**src/rtl/spq_pkg.sv**
```systemverilog
package spq_pkg;

  localparam int CAPACITY_DEF = 64;
  localparam int TAG_BITS_DEF = 16;
  localparam int SEV_W        = 8;
  localparam int STAMP_W      = 32;
  localparam int REQ_W        = 2;
  localparam int STATUS_W     = 3;

  typedef enum logic [REQ_W-1:0] {
    REQ_INSERT    = 2'd0,
    REQ_EXTRACT   = 2'd1,
    REQ_CLEAR     = 2'd2,
    REQ_CLEAR_ALT = 2'd3
  } req_t;

  typedef enum logic [STATUS_W-1:0] {
    ST_INSERTED  = 3'd0,
    ST_EXTRACTED = 3'd1,
    ST_EMPTY     = 3'd2,
    ST_FULL      = 3'd3,
    ST_CLEARED   = 3'd4
  } status_t;

  typedef enum logic [2:0] {
    RD_ROOT   = 3'd0,
    RD_LAST   = 3'd1,
    RD_PARENT = 3'd2,
    RD_LEFT   = 3'd3,
    RD_RIGHT  = 3'd4
  } rd_sel_t;

  typedef struct packed {
    logic    ld_req;
    logic    clear;
    logic    ins_setup;
    logic    ex_take;
    logic    rd_en;
    rd_sel_t rd_sel;
    logic    ld_item;
    logic    set_i0;
    logic    ld_cand;
    logic    upd_cand;
    logic    wr_item;
    logic    wr_parent;
    logic    wr_cand;
    logic    emit;
    status_t emit_status;
  } dp_cmd_t;

  typedef struct packed {
    req_t req;
    logic empty;
    logic full;
    logic last_one;
    logic i_zero;
    logic item_wins;
    logic left_in;
    logic right_in;
    logic cand_wins;
  } dp_sts_t;

endpackage

```
**src/rtl/spq_datapath.sv**
```systemverilog
module spq_datapath #(
  parameter int CAPACITY = spq_pkg::CAPACITY_DEF,
  parameter int TAG_BITS = spq_pkg::TAG_BITS_DEF
) (
  input  logic                          clk,
  input  logic                          rst_n,
  input  spq_pkg::dp_cmd_t              cmd,
  output spq_pkg::dp_sts_t              sts,
  input  logic [spq_pkg::REQ_W-1:0]     in_req_type,
  input  logic [TAG_BITS-1:0]           in_entry_tag,
  input  logic [spq_pkg::SEV_W-1:0]     in_severity,
  output logic                          out_valid,
  output logic [spq_pkg::STATUS_W-1:0]  out_status,
  output logic [TAG_BITS-1:0]           out_served_tag,
  output logic [spq_pkg::SEV_W-1:0]     out_served_severity
);

  localparam int IDX_W = (CAPACITY > 2) ? $clog2(CAPACITY) : 1;
  localparam int CNT_W = $clog2(CAPACITY + 1);
  localparam int LW    = IDX_W + 2;
  localparam int SW    = spq_pkg::STAMP_W;
  localparam int VW    = spq_pkg::SEV_W;
  localparam int ENT_W = TAG_BITS + VW + SW;

  logic [ENT_W-1:0]    mem [CAPACITY];
  logic [ENT_W-1:0]    rd_q_r;
  logic [ENT_W-1:0]    item_r, item_nxt;
  logic [ENT_W-1:0]    cand_r, cand_nxt;
  logic [IDX_W-1:0]    cand_idx_r, cand_idx_nxt;
  logic [IDX_W-1:0]    i_r, i_nxt;
  logic [CNT_W-1:0]    count_r, count_nxt;
  logic [SW-1:0]       arr_r, arr_nxt;
  spq_pkg::req_t       req_r;
  logic [TAG_BITS-1:0] tag_in_r;
  logic [VW-1:0]       sev_in_r;
  logic [TAG_BITS-1:0] hold_tag_r;
  logic [VW-1:0]       hold_sev_r;
  logic                out_valid_r;
  logic [spq_pkg::STATUS_W-1:0] out_status_r;
  logic [TAG_BITS-1:0] out_tag_r;
  logic [VW-1:0]       out_sev_r;

  logic [IDX_W-1:0]    parent;
  logic [LW-1:0]       left_w, right_w;
  logic [IDX_W-1:0]    rd_addr;
  logic [ENT_W-1:0]    wr_data;
  logic                wr_en;
  logic [SW-1:0]       new_stamp;
  logic [CNT_W-1:0]    last_idx;

  function automatic logic first(input logic [ENT_W-1:0] a, input logic [ENT_W-1:0] b);
    logic [VW-1:0] sa, sb;
    sa = a[SW +: VW];
    sb = b[SW +: VW];
    if (sa != sb) return sa > sb;
    return a[SW-1:0] < b[SW-1:0];
  endfunction

  assign parent   = (i_r - IDX_W'(1)) >> 1;
  assign left_w   = {1'b0, i_r, 1'b0} + LW'(1);
  assign right_w  = {1'b0, i_r, 1'b0} + LW'(2);
  assign last_idx = count_r - CNT_W'(1);
  assign new_stamp = (count_r == '0) ? '0 : arr_r;

  always_comb begin
    unique case (cmd.rd_sel)
      spq_pkg::RD_ROOT:   rd_addr = '0;
      spq_pkg::RD_LAST:   rd_addr = last_idx[IDX_W-1:0];
      spq_pkg::RD_PARENT: rd_addr = parent;
      spq_pkg::RD_LEFT:   rd_addr = left_w[IDX_W-1:0];
      spq_pkg::RD_RIGHT:  rd_addr = right_w[IDX_W-1:0];
      default:            rd_addr = '0;
    endcase
  end

  assign wr_en   = cmd.wr_item | cmd.wr_parent | cmd.wr_cand;
  assign wr_data = cmd.wr_parent ? rd_q_r : (cmd.wr_cand ? cand_r : item_r);

  always_ff @(posedge clk) begin
    if (wr_en) begin
      mem[i_r] <= wr_data;
    end
    if (cmd.rd_en) begin
      rd_q_r <= mem[rd_addr];
    end
  end

  always_comb begin
    item_nxt     = item_r;
    cand_nxt     = cand_r;
    cand_idx_nxt = cand_idx_r;
    i_nxt        = i_r;
    count_nxt    = count_r;
    arr_nxt      = arr_r;
    if (cmd.clear) begin
      count_nxt = '0;
      arr_nxt   = '0;
    end
    if (cmd.ins_setup) begin
      item_nxt  = {tag_in_r, sev_in_r, new_stamp};
      arr_nxt   = new_stamp + SW'(1);
      count_nxt = count_r + CNT_W'(1);
      i_nxt     = count_r[IDX_W-1:0];
    end
    if (cmd.ex_take) begin
      count_nxt = last_idx;
      if (count_r == CNT_W'(1)) begin
        arr_nxt = '0;
      end
    end
    if (cmd.ld_item) item_nxt = rd_q_r;
    if (cmd.set_i0) i_nxt = '0;
    if (cmd.ld_cand) begin
      cand_nxt     = rd_q_r;
      cand_idx_nxt = left_w[IDX_W-1:0];
    end
    if (cmd.upd_cand && first(rd_q_r, cand_r)) begin
      cand_nxt     = rd_q_r;
      cand_idx_nxt = right_w[IDX_W-1:0];
    end
    if (cmd.wr_parent) i_nxt = parent;
    if (cmd.wr_cand) i_nxt = cand_idx_r;
  end

  always_ff @(posedge clk) begin
    if (!rst_n) begin
      count_r     <= '0;
      arr_r       <= '0;
      out_valid_r <= 1'b0;
    end else begin
      count_r     <= count_nxt;
      arr_r       <= arr_nxt;
      out_valid_r <= cmd.emit;
    end
  end

  always_ff @(posedge clk) begin
    item_r     <= item_nxt;
    cand_r     <= cand_nxt;
    cand_idx_r <= cand_idx_nxt;
    i_r        <= i_nxt;
    if (cmd.ld_req) begin
      req_r    <= spq_pkg::req_t'(in_req_type);
      tag_in_r <= in_entry_tag;
      sev_in_r <= in_severity;
    end
    if (cmd.ex_take) begin
      hold_tag_r <= rd_q_r[SW+VW +: TAG_BITS];
      hold_sev_r <= rd_q_r[SW +: VW];
    end
    if (cmd.emit) begin
      out_status_r <= cmd.emit_status;
      if (cmd.emit_status == spq_pkg::ST_EXTRACTED) begin
        out_tag_r <= cmd.ex_take ? rd_q_r[SW+VW +: TAG_BITS] : hold_tag_r;
        out_sev_r <= cmd.ex_take ? rd_q_r[SW +: VW] : hold_sev_r;
      end else begin
        out_tag_r <= '0;
        out_sev_r <= '0;
      end
    end
  end

  assign sts.req       = req_r;
  assign sts.empty     = (count_r == '0);
  assign sts.full      = (count_r == CNT_W'(CAPACITY));
  assign sts.last_one  = (count_r == CNT_W'(1));
  assign sts.i_zero    = (i_r == '0);
  assign sts.item_wins = first(item_r, rd_q_r);
  assign sts.left_in   = (left_w < LW'(count_r));
  assign sts.right_in  = (right_w < LW'(count_r));
  assign sts.cand_wins = first(cand_r, item_r);

  assign out_valid           = out_valid_r;
  assign out_status          = out_status_r;
  assign out_served_tag      = out_tag_r;
  assign out_served_severity = out_sev_r;

  a_count_bound: assert property (@(posedge clk) disable iff (!rst_n)
    count_r <= CNT_W'(CAPACITY))
    else $error("Entry count exceeds capacity.");

  a_zero_fields: assert property (@(posedge clk) disable iff (!rst_n)
    out_valid_r && out_status_r != spq_pkg::ST_EXTRACTED |-> out_tag_r == '0 && out_sev_r == '0)
    else $error("Served fields are not zero outside an extract.");

  a_clear_empties: assert property (@(posedge clk) disable iff (!rst_n)
    out_valid_r && out_status_r == spq_pkg::ST_CLEARED |-> count_r == '0)
    else $error("Queue not empty after a clear.");

endmodule

```
**src/rtl/spq_ctrl.sv**
```systemverilog
module spq_ctrl (
  input  logic             clk,
  input  logic             rst_n,
  input  logic             start,
  output logic             busy,
  input  spq_pkg::dp_sts_t sts,
  output spq_pkg::dp_cmd_t cmd
);

  typedef enum logic [9:0] {
    S_IDLE     = 10'b0000000001,
    S_DISPATCH = 10'b0000000010,
    S_UP_CHK   = 10'b0000000100,
    S_UP_CMP   = 10'b0000001000,
    S_EX_TAKE  = 10'b0000010000,
    S_EX_LAST  = 10'b0000100000,
    S_DN_CHK   = 10'b0001000000,
    S_DN_L     = 10'b0010000000,
    S_DN_R     = 10'b0100000000,
    S_DN_CMP   = 10'b1000000000
  } state_t;

  state_t state_r, state_nxt;

  always_comb begin
    cmd         = '0;
    cmd.rd_sel  = spq_pkg::RD_ROOT;
    cmd.emit_status = spq_pkg::ST_INSERTED;
    state_nxt   = state_r;
    unique case (state_r)
      S_IDLE: begin
        if (start) begin
          cmd.ld_req = 1'b1;
          state_nxt  = S_DISPATCH;
        end
      end
      S_DISPATCH: begin
        unique case (sts.req)
          spq_pkg::REQ_INSERT: begin
            if (sts.full) begin
              cmd.emit = 1'b1;
              cmd.emit_status = spq_pkg::ST_FULL;
              state_nxt = S_IDLE;
            end else begin
              cmd.ins_setup = 1'b1;
              state_nxt = S_UP_CHK;
            end
          end
          spq_pkg::REQ_EXTRACT: begin
            if (sts.empty) begin
              cmd.emit = 1'b1;
              cmd.emit_status = spq_pkg::ST_EMPTY;
              state_nxt = S_IDLE;
            end else begin
              cmd.rd_en  = 1'b1;
              cmd.rd_sel = spq_pkg::RD_ROOT;
              state_nxt  = S_EX_TAKE;
            end
          end
          default: begin
            cmd.clear = 1'b1;
            cmd.emit  = 1'b1;
            cmd.emit_status = spq_pkg::ST_CLEARED;
            state_nxt = S_IDLE;
          end
        endcase
      end
      S_UP_CHK: begin
        if (sts.i_zero) begin
          cmd.wr_item = 1'b1;
          cmd.emit = 1'b1;
          cmd.emit_status = spq_pkg::ST_INSERTED;
          state_nxt = S_IDLE;
        end else begin
          cmd.rd_en  = 1'b1;
          cmd.rd_sel = spq_pkg::RD_PARENT;
          state_nxt  = S_UP_CMP;
        end
      end
      S_UP_CMP: begin
        if (sts.item_wins) begin
          cmd.wr_parent = 1'b1;
          state_nxt = S_UP_CHK;
        end else begin
          cmd.wr_item = 1'b1;
          cmd.emit = 1'b1;
          cmd.emit_status = spq_pkg::ST_INSERTED;
          state_nxt = S_IDLE;
        end
      end
      S_EX_TAKE: begin
        cmd.ex_take = 1'b1;
        if (sts.last_one) begin
          cmd.emit = 1'b1;
          cmd.emit_status = spq_pkg::ST_EXTRACTED;
          state_nxt = S_IDLE;
        end else begin
          cmd.rd_en  = 1'b1;
          cmd.rd_sel = spq_pkg::RD_LAST;
          state_nxt  = S_EX_LAST;
        end
      end
      S_EX_LAST: begin
        cmd.ld_item = 1'b1;
        cmd.set_i0  = 1'b1;
        state_nxt   = S_DN_CHK;
      end
      S_DN_CHK: begin
        if (sts.left_in) begin
          cmd.rd_en  = 1'b1;
          cmd.rd_sel = spq_pkg::RD_LEFT;
          state_nxt  = S_DN_L;
        end else begin
          cmd.wr_item = 1'b1;
          cmd.emit = 1'b1;
          cmd.emit_status = spq_pkg::ST_EXTRACTED;
          state_nxt = S_IDLE;
        end
      end
      S_DN_L: begin
        cmd.ld_cand = 1'b1;
        if (sts.right_in) begin
          cmd.rd_en  = 1'b1;
          cmd.rd_sel = spq_pkg::RD_RIGHT;
          state_nxt  = S_DN_R;
        end else begin
          state_nxt = S_DN_CMP;
        end
      end
      S_DN_R: begin
        cmd.upd_cand = 1'b1;
        state_nxt = S_DN_CMP;
      end
      S_DN_CMP: begin
        if (sts.cand_wins) begin
          cmd.wr_cand = 1'b1;
          state_nxt = S_DN_CHK;
        end else begin
          cmd.wr_item = 1'b1;
          cmd.emit = 1'b1;
          cmd.emit_status = spq_pkg::ST_EXTRACTED;
          state_nxt = S_IDLE;
        end
      end
      default: state_nxt = S_IDLE;
    endcase
  end

  always_ff @(posedge clk) begin
    if (!rst_n) begin
      state_r <= S_IDLE;
    end else begin
      state_r <= state_nxt;
    end
  end

  assign busy = (state_r != S_IDLE);

endmodule

```
**src/rtl/stable_priority_queue.sv**
```systemverilog
// An insert sifts the new entry up from the next free slot; an extract takes the root
// and sifts the last entry down from it. Full, empty and clear requests are answered
// at dispatch. One request is handled at a time; the single-port heap memory and its
// registered read set the cost of each heap level. The receiver cannot stall.
// Reset is synchronous and active low; it empties the queue and restarts the stamp.
module stable_priority_queue #(
  parameter int CAPACITY = spq_pkg::CAPACITY_DEF,
  parameter int TAG_BITS = spq_pkg::TAG_BITS_DEF
) (
  input  logic                          clk,
  input  logic                          rst_n,
  input  logic                          start,
  output logic                          busy,
  input  logic [spq_pkg::REQ_W-1:0]     in_req_type,
  input  logic [TAG_BITS-1:0]           in_entry_tag,
  input  logic [spq_pkg::SEV_W-1:0]     in_severity,
  output logic                          out_valid,
  output logic [spq_pkg::STATUS_W-1:0]  out_status,
  output logic [TAG_BITS-1:0]           out_served_tag,
  output logic [spq_pkg::SEV_W-1:0]     out_served_severity
);

  spq_pkg::dp_cmd_t cmd;
  spq_pkg::dp_sts_t sts;
  logic             busy_int;

  spq_ctrl u_ctrl (
    .clk   (clk),
    .rst_n (rst_n),
    .start (start),
    .busy  (busy_int),
    .sts   (sts),
    .cmd   (cmd)
  );

  spq_datapath #(
    .CAPACITY (CAPACITY),
    .TAG_BITS (TAG_BITS)
  ) u_datapath (
    .clk                 (clk),
    .rst_n               (rst_n),
    .cmd                 (cmd),
    .sts                 (sts),
    .in_req_type         (in_req_type),
    .in_entry_tag        (in_entry_tag),
    .in_severity         (in_severity),
    .out_valid           (out_valid),
    .out_status          (out_status),
    .out_served_tag      (out_served_tag),
    .out_served_severity (out_served_severity)
  );

  assign busy = busy_int;

endmodule

```
**config.mk**
```make
export PLATFORM = sky130hd
export DESIGN_NAME = stable_priority_queue
export DESIGN_NICKNAME = d
export VERILOG_FILES = /design/src/rtl/spq_pkg.sv /design/src/rtl/spq_datapath.sv /design/src/rtl/spq_ctrl.sv /design/src/rtl/stable_priority_queue.sv
export SDC_FILE = /design/constraint.sdc
export NUM_CORES = 2
export LEC_CHECK = 0
export BUFFER_PORTS_ARGS = -buffer_cell sky130_fd_sc_hd__buf_2
export CORE_MARGIN = 1.5
export CORE_UTILIZATION = 40
export DETAILED_ROUTE_END_ITERATION = 12
export SYNTH_ARGS = -nofsm -noshare
export SYNTH_HDL_FRONTEND = slang
export SYNTH_SLANG_ARGS = --single-unit
```
**constraint.sdc**
```tcl
create_clock -name clk -period 7.2 [get_ports clk]
set_input_delay 1.08 -clock clk [delete_from_list [all_inputs] [get_ports clk]]
set_output_delay 1.08 -clock clk [all_outputs]
set_load 0.02 [all_outputs]
```
==> impl_results.html <==
<table>
<tr><th>Metric</th><th>Value</th></tr>
<tr><th colspan="2">Worst setup path</th></tr>
<tr><td>Critical path capture point</td><td>u_datapath.rd_q_r[27]</td></tr>
<tr><td>Critical Path Sink Type</td><td>flip-flop</td></tr>
<tr><td>Worst Path Buf+Inv</td><td>2</td></tr>
<tr><td>Cells on worst reg2reg path</td><td>16</td></tr>
<tr><td>Critical path launch point type</td><td>flip-flop</td></tr>
<tr><td>Depth of the critical timing path with buffers and inverters included</td><td>16</td></tr>
<tr><td>Slowest library cell on the worst path</td><td>a2111oi_0</td></tr>
<tr><td>Launch point of the worst path</td><td>u_datapath.i_r[0]</td></tr>
<tr><td>Critical path's largest stage delay</td><td>1.11 ns</td></tr>
<tr><td>Critical setup path kind</td><td>flip-flop to flip-flop</td></tr>
<tr><td>Critical path's top delay family</td><td>compound AO/OA/AOI/OAI gates</td></tr>
<tr><td>Critical path, cell by cell</td><td>ha_1 &gt; nand3_1 &gt; xnor2_1 &gt; ha_1 &gt; a21o_1 &gt; a21oi_1 &gt; o21a_1 &gt; nand4_1 &gt; nand2_4 &gt; buf_4 &gt; nor2_4 &gt; buf_4 &gt; and3_1 &gt; a2111oi_0 &gt; a21oi_1 &gt; o21a_1</td></tr>
<tr><td>Setup slack of the most critical reg-to-reg path</td><td>0.50 ns</td></tr>
<tr><td>Max Fanout on Critical Path</td><td>36</td></tr>
<tr><td>Destination of the worst register-to-register timing path</td><td>u_datapath.rd_q_r[27]</td></tr>
<tr><td>Worst reg2reg startpoint</td><td>u_datapath.i_r[0]</td></tr>
<tr><td>Critical path arrival</td><td>7.42 ns</td></tr>
<tr><td>Required time at the worst-slack endpoint</td><td>7.91 ns</td></tr>
<tr><th colspan="2">STA</th></tr>
<tr><td>Final Setup Violations</td><td>0</td></tr>
<tr><td>Crit share post-route</td><td>93.1%</td></tr>
<tr><td>Total count of max-transition violations in the final report</td><td>0</td></tr>
<tr><td>Worst slew margin relative to its limit</td><td>2.34%</td></tr>
<tr><td>Total count of hold-check failures in the final report</td><td>0</td></tr>
<tr><td>Minimum clock period after layout</td><td>6.70 ns</td></tr>
<tr><td>Maximum clock skew at final layout</td><td>0.0451 ns</td></tr>
<tr><td>Transition time of the tightest slew-check pin</td><td>1.45 ns</td></tr>
<tr><td>Setup repair after global routing missed its margin</td><td>no</td></tr>
<tr><td>Top achievable clock speed</td><td>0.149 GHz</td></tr>
<tr><td>Setup Total Neg Slack</td><td>0 ns</td></tr>
<tr><th colspan="2">Cells and area</th></tr>
<tr><td>Filler cell count in the final layout</td><td>33.0k</td></tr>
<tr><td>Fraction of layout instances using a drive strength above 1</td><td>12.9%</td></tr>
<tr><td>Utilization after layout</td><td>45.8%</td></tr>
<tr><td>Net count reported at finish</td><td>10.6k</td></tr>
<tr><td>Growth of design area from synthesis to finish</td><td>13.8%</td></tr>
<tr><th colspan="2">Clocking</th></tr>
<tr><td>Root cell of the clock tree</td><td>clkbuf_16</td></tr>
<tr><td>Buffers inserted during post-CTS setup optimization</td><td>0</td></tr>
<tr><td>Hold-fix buffer count after cts</td><td>0</td></tr>
<tr><td>Post-CTS Resized</td><td>0</td></tr>
<tr><td>Clock buffer count from CTS</td><td>385</td></tr>
<tr><td>Clock latency reported for the late side of the worst-skew pair</td><td>0.98 ns</td></tr>
<tr><td>CTS sink cnt</td><td>3891</td></tr>
<tr><td>H-Tree Depth</td><td>5</td></tr>
<tr><td>Clock Path Buffers</td><td>4</td></tr>
<tr><td>TritonCTS clock tree</td><td>done</td></tr>
<tr><td>Clock edge transition at the registers on the reported setup and hold paths</td><td>0.06 ns</td></tr>
<tr><th colspan="2">Synth</th></tr>
<tr><td>Cell area after synthesis</td><td>155000 um2</td></tr>
<tr><td>Async set or reset register ratio after synthesis</td><td>0%</td></tr>
<tr><td>Number of flip-flops and latches in the synthesized netlist</td><td>3891</td></tr>
<tr><td>Synth area leader</td><td>edfxtp_1</td></tr>
<tr><td>Top area cells in the synthesized netlist</td><td>edfxtp_1 (74%), nand2_1 (5.4%), mux4_2 (3.7%), nand3_1 (2.4%), mux2i_1 (2.4%)</td></tr>
<tr><td>Most frequent cell after synthesis</td><td>edfxtp_1</td></tr>
<tr><td>Post-synth top flop</td><td>edfxtp_1</td></tr>
<tr><td>Nets in the synthesized netlist</td><td>10.5k</td></tr>
<tr><td>Number of flops mapped to enable cells by yosys</td><td>3817</td></tr>
<tr><td>Avg Cell Area, Syn</td><td>15.1 um2</td></tr>
<tr><td>Most frequent cells after synthesis</td><td>edfxtp_1 (3817), nand2_1 (2219), nand3_1 (755)</td></tr>
<tr><td>Synth top area share</td><td>73.9%</td></tr>
<tr><td>Cells after Synth</td><td>10.3k</td></tr>
<tr><td>Proportion of synthesized chip area in sequential cells</td><td>74.8%</td></tr>
<tr><td>Synth unique cells</td><td>72</td></tr>
<tr><td>Yosys synthesis warning count</td><td>0</td></tr>
<tr><th colspan="2">GRT</th></tr>
<tr><td>Maximum number of pins on one net before global-route repair</td><td>131</td></tr>
<tr><td>Number of antenna violations at the first check in global routing</td><td>29</td></tr>
<tr><td>Met1 Resource Use GR</td><td>32.6%</td></tr>
<tr><td>Via count of the first global-routing pass</td><td>90.7k</td></tr>
<tr><td>Total global routing overflow</td><td>0</td></tr>
<tr><td>Met2 Track Usage GR</td><td>37.2%</td></tr>
<tr><td>Global-route wire length before repair</td><td>664000 um</td></tr>
<tr><td>Met3 demand-to-capacity share in global routing</td><td>4.77%</td></tr>
<tr><td>Global-route layer with the greatest usage</td><td>met2</td></tr>
<tr><td>Global Route Usage Sum</td><td>23.4%</td></tr>
<tr><th colspan="2">Die</th></tr>
<tr><td>Die width</td><td>626 um</td></tr>
<tr><td>Overall die height</td><td>626 um</td></tr>
<tr><td>Total Die Area</td><td>392000 um2</td></tr>
<tr><td>IO Count</td><td>58</td></tr>
<tr><td>Effective utilization at floorplan</td><td>40.2%</td></tr>
<tr><td>Core ar.</td><td>386000 um2</td></tr>
<tr><td>Number of core rows</td><td>228</td></tr>
<tr><th colspan="2">Power and ir drop</th></tr>
<tr><td>Leakage power total</td><td>57.1 nW</td></tr>
<tr><td>Total power</td><td>44.9 mW</td></tr>
<tr><td>Maximum vdd drop</td><td>0.000217 V</td></tr>
<tr><td>Power Dens Cells</td><td>254 nW/um2</td></tr>
<tr><th colspan="2">Drt</th></tr>
<tr><td>First DRT Iteration DRCs</td><td>13.4k</td></tr>
<tr><td>Drt wl/cell</td><td>29.4 um</td></tr>
<tr><td>DRT Pass-1 Iters</td><td>10</td></tr>
<tr><td>Routed wire length</td><td>470000 um</td></tr>
<tr><td>Average vias per placed instance</td><td>5.91</td></tr>
<tr><td>Number of vias after detailed routing</td><td>94.5k</td></tr>
<tr><td>Drc violations</td><td>0</td></tr>
<tr><td>Antenna violation net count after detailed routing</td><td>0</td></tr>
<tr><th colspan="2">Placed design</th></tr>
<tr><td>Gp weighted congestion</td><td>0.873</td></tr>
<tr><td>Number of buffers added on ports</td><td>57</td></tr>
<tr><td>Half-perimeter wire length after placement</td><td>275000 um</td></tr>
<tr><th colspan="2">Outcome</th></tr>
<tr><td>Status</td><td>finished clean</td></tr>
<tr><th colspan="2">Job</th></tr>
<tr><td>MaxCap Viol Count</td><td>0</td></tr>
<tr><th colspan="2">Min path</th></tr>
<tr><td>Type of the tightest min-delay check</td><td>input pin to flip-flop</td></tr>
</table>
[stage by stage]
| stage | setup slack, ns | std cells | hold slack [ns] | cell area [um2] |
|---|---|---|---|---|
| global placement | 0.668 | 15300 | 0.419 | 164000 |
| detailed placement | 0.760 | 15300 | 0.424 | 164000 |
| finish | 0.495 | 16000 | 0.284 | 177000 |
| global route | 0.332 | 16000 | 0.276 | 177000 |
| CTS | 0.735 | 16000 | 0.233 | 177000 |
| floorplan | 1.81 | 10300 | 0.410 | 155000 |
[metal layers]
metal,vias to the layer above,wire (um)
met5,-,76
met1,48600,187000
met3,811,50400
met2,5252,218000
li1,39800,-
met4,10,14400
[worst register-to-register path: stages (launching register included)]
cell and delay, ns:
edfxtp_1 0.73, ha_1 0.32, nand3_1 0.27, xnor2_1 0.23, ha_1 0.33, a21o_1 0.17
a21oi_1 0.22, o21a_1 0.21, nand4_1 0.42, nand2_4 0.36, buf_4 0.49, nor2_4 0.31
buf_4 0.36, and3_1 0.21, a2111oi_0 1.11, a21oi_1 0.46, o21a_1 0.25
[cell families after synthesis]
kind of cell | count (synthesis) | share of synthesized area, %
xor gates and xnor gates | 17 | 0.0960
muxes | 632 | 6.13
AOI/OAI and AO/OA | 1342 | 6.07
and+or+nand+nor | 3513 | 9.68
adders and majority gates | 135 | 1.09
DFF | 3891 | 74.8
buffers and inverters | 772 | 2.11
[worst min path at each step]
stage / end / depth (start not counted) / slack (ns) / from
after floorplan: u_datapath.hold_tag_r[0] / 2 / 0.41 / u_datapath.hold_tag_r[0]
after global placement: u_datapath.hold_tag_r[15] / 2 / 0.42 / u_datapath.hold_tag_r[15]
after detailed placement: u_datapath.hold_tag_r[9] / 2 / 0.42 / u_datapath.hold_tag_r[9]
after CTS: u_datapath.sev_in_r[5] / 1 / 0.23 / in_severity[5]
after global routing: u_datapath.sev_in_r[7] / 1 / 0.28 / in_severity[7]
final: u_datapath.sev_in_r[5] / 1 / 0.28 / in_severity[5]
[sequential cells by signal, indices dropped and copies added (netlist names), 16 cells and up]
| name | flops |
|---|---|
| u_datapath.item_r | 56 |
| u_datapath.tag_in_r | 16 |
| u_datapath.rd_q_r | 56 |
| u_datapath.hold_tag_r | 16 |
| u_datapath.cand_r | 56 |
| u_datapath.out_served_tag | 16 |
| u_datapath.arr_r | 32 |
| u_datapath.mem | 3584 |
[cells in the final DEF, fill, tap and decap left out, types with 23 or more instances in the layout]
master / n
mux2i_1: 376
a222oi_1: 23
nand4_1: 34
nor2_1: 132
a21oi_1: 234
bufinv_16: 37
mux4_2: 255
o21ai_1: 23
o21a_1: 23
buf_2: 57
nor2_4: 74
edfxtp_1: 3817
a21o_1: 49
clkinv_1: 80
clkbuf_1: 87
clkinv_2: 66
nor2b_1: 24
nand2_1: 2210
o31ai_1: 44
dfxtp_1: 74
o21ai_0: 173
o211ai_1: 36
and2_1: 31
a311oi_1: 47
a32o_1: 89
a21oi_4: 58
a221oi_1: 45
nand3_1: 754
a22oi_1: 41
clkbuf_16: 396
and3_1: 134
buf_12: 71
a2111oi_0: 24
inv_1: 140
a221o_1: 25
buf_4: 284
a32oi_1: 71
ha_1: 135
a31oi_1: 185
[final cells by class]
type                            count  area (um2)  share of cell area [%]
Clock buffer                      488       10300                    5.83
Multi-Input combinational cell   5639       37200                    21.1
Antenna cell                       10        25.0                  0.0142
Clock inverter                    224        2140                    1.21
Inverter                          140         526                   0.298
Tap cell                         5175        6470                    3.67
Timing Repair Buffer              413        3840                    2.18
Sequential cell                  3891      116000                    65.7
[power breakdown]
part,switching (mW),total (mW),internal (mW)
Sequential,0.0185,24.6,24.6
Clock,8.59,20.0,11.5
Combinational,0.180,0.235,0.0545
Total,8.79,44.9,36.1
Power figures use the tool's default switching activity.
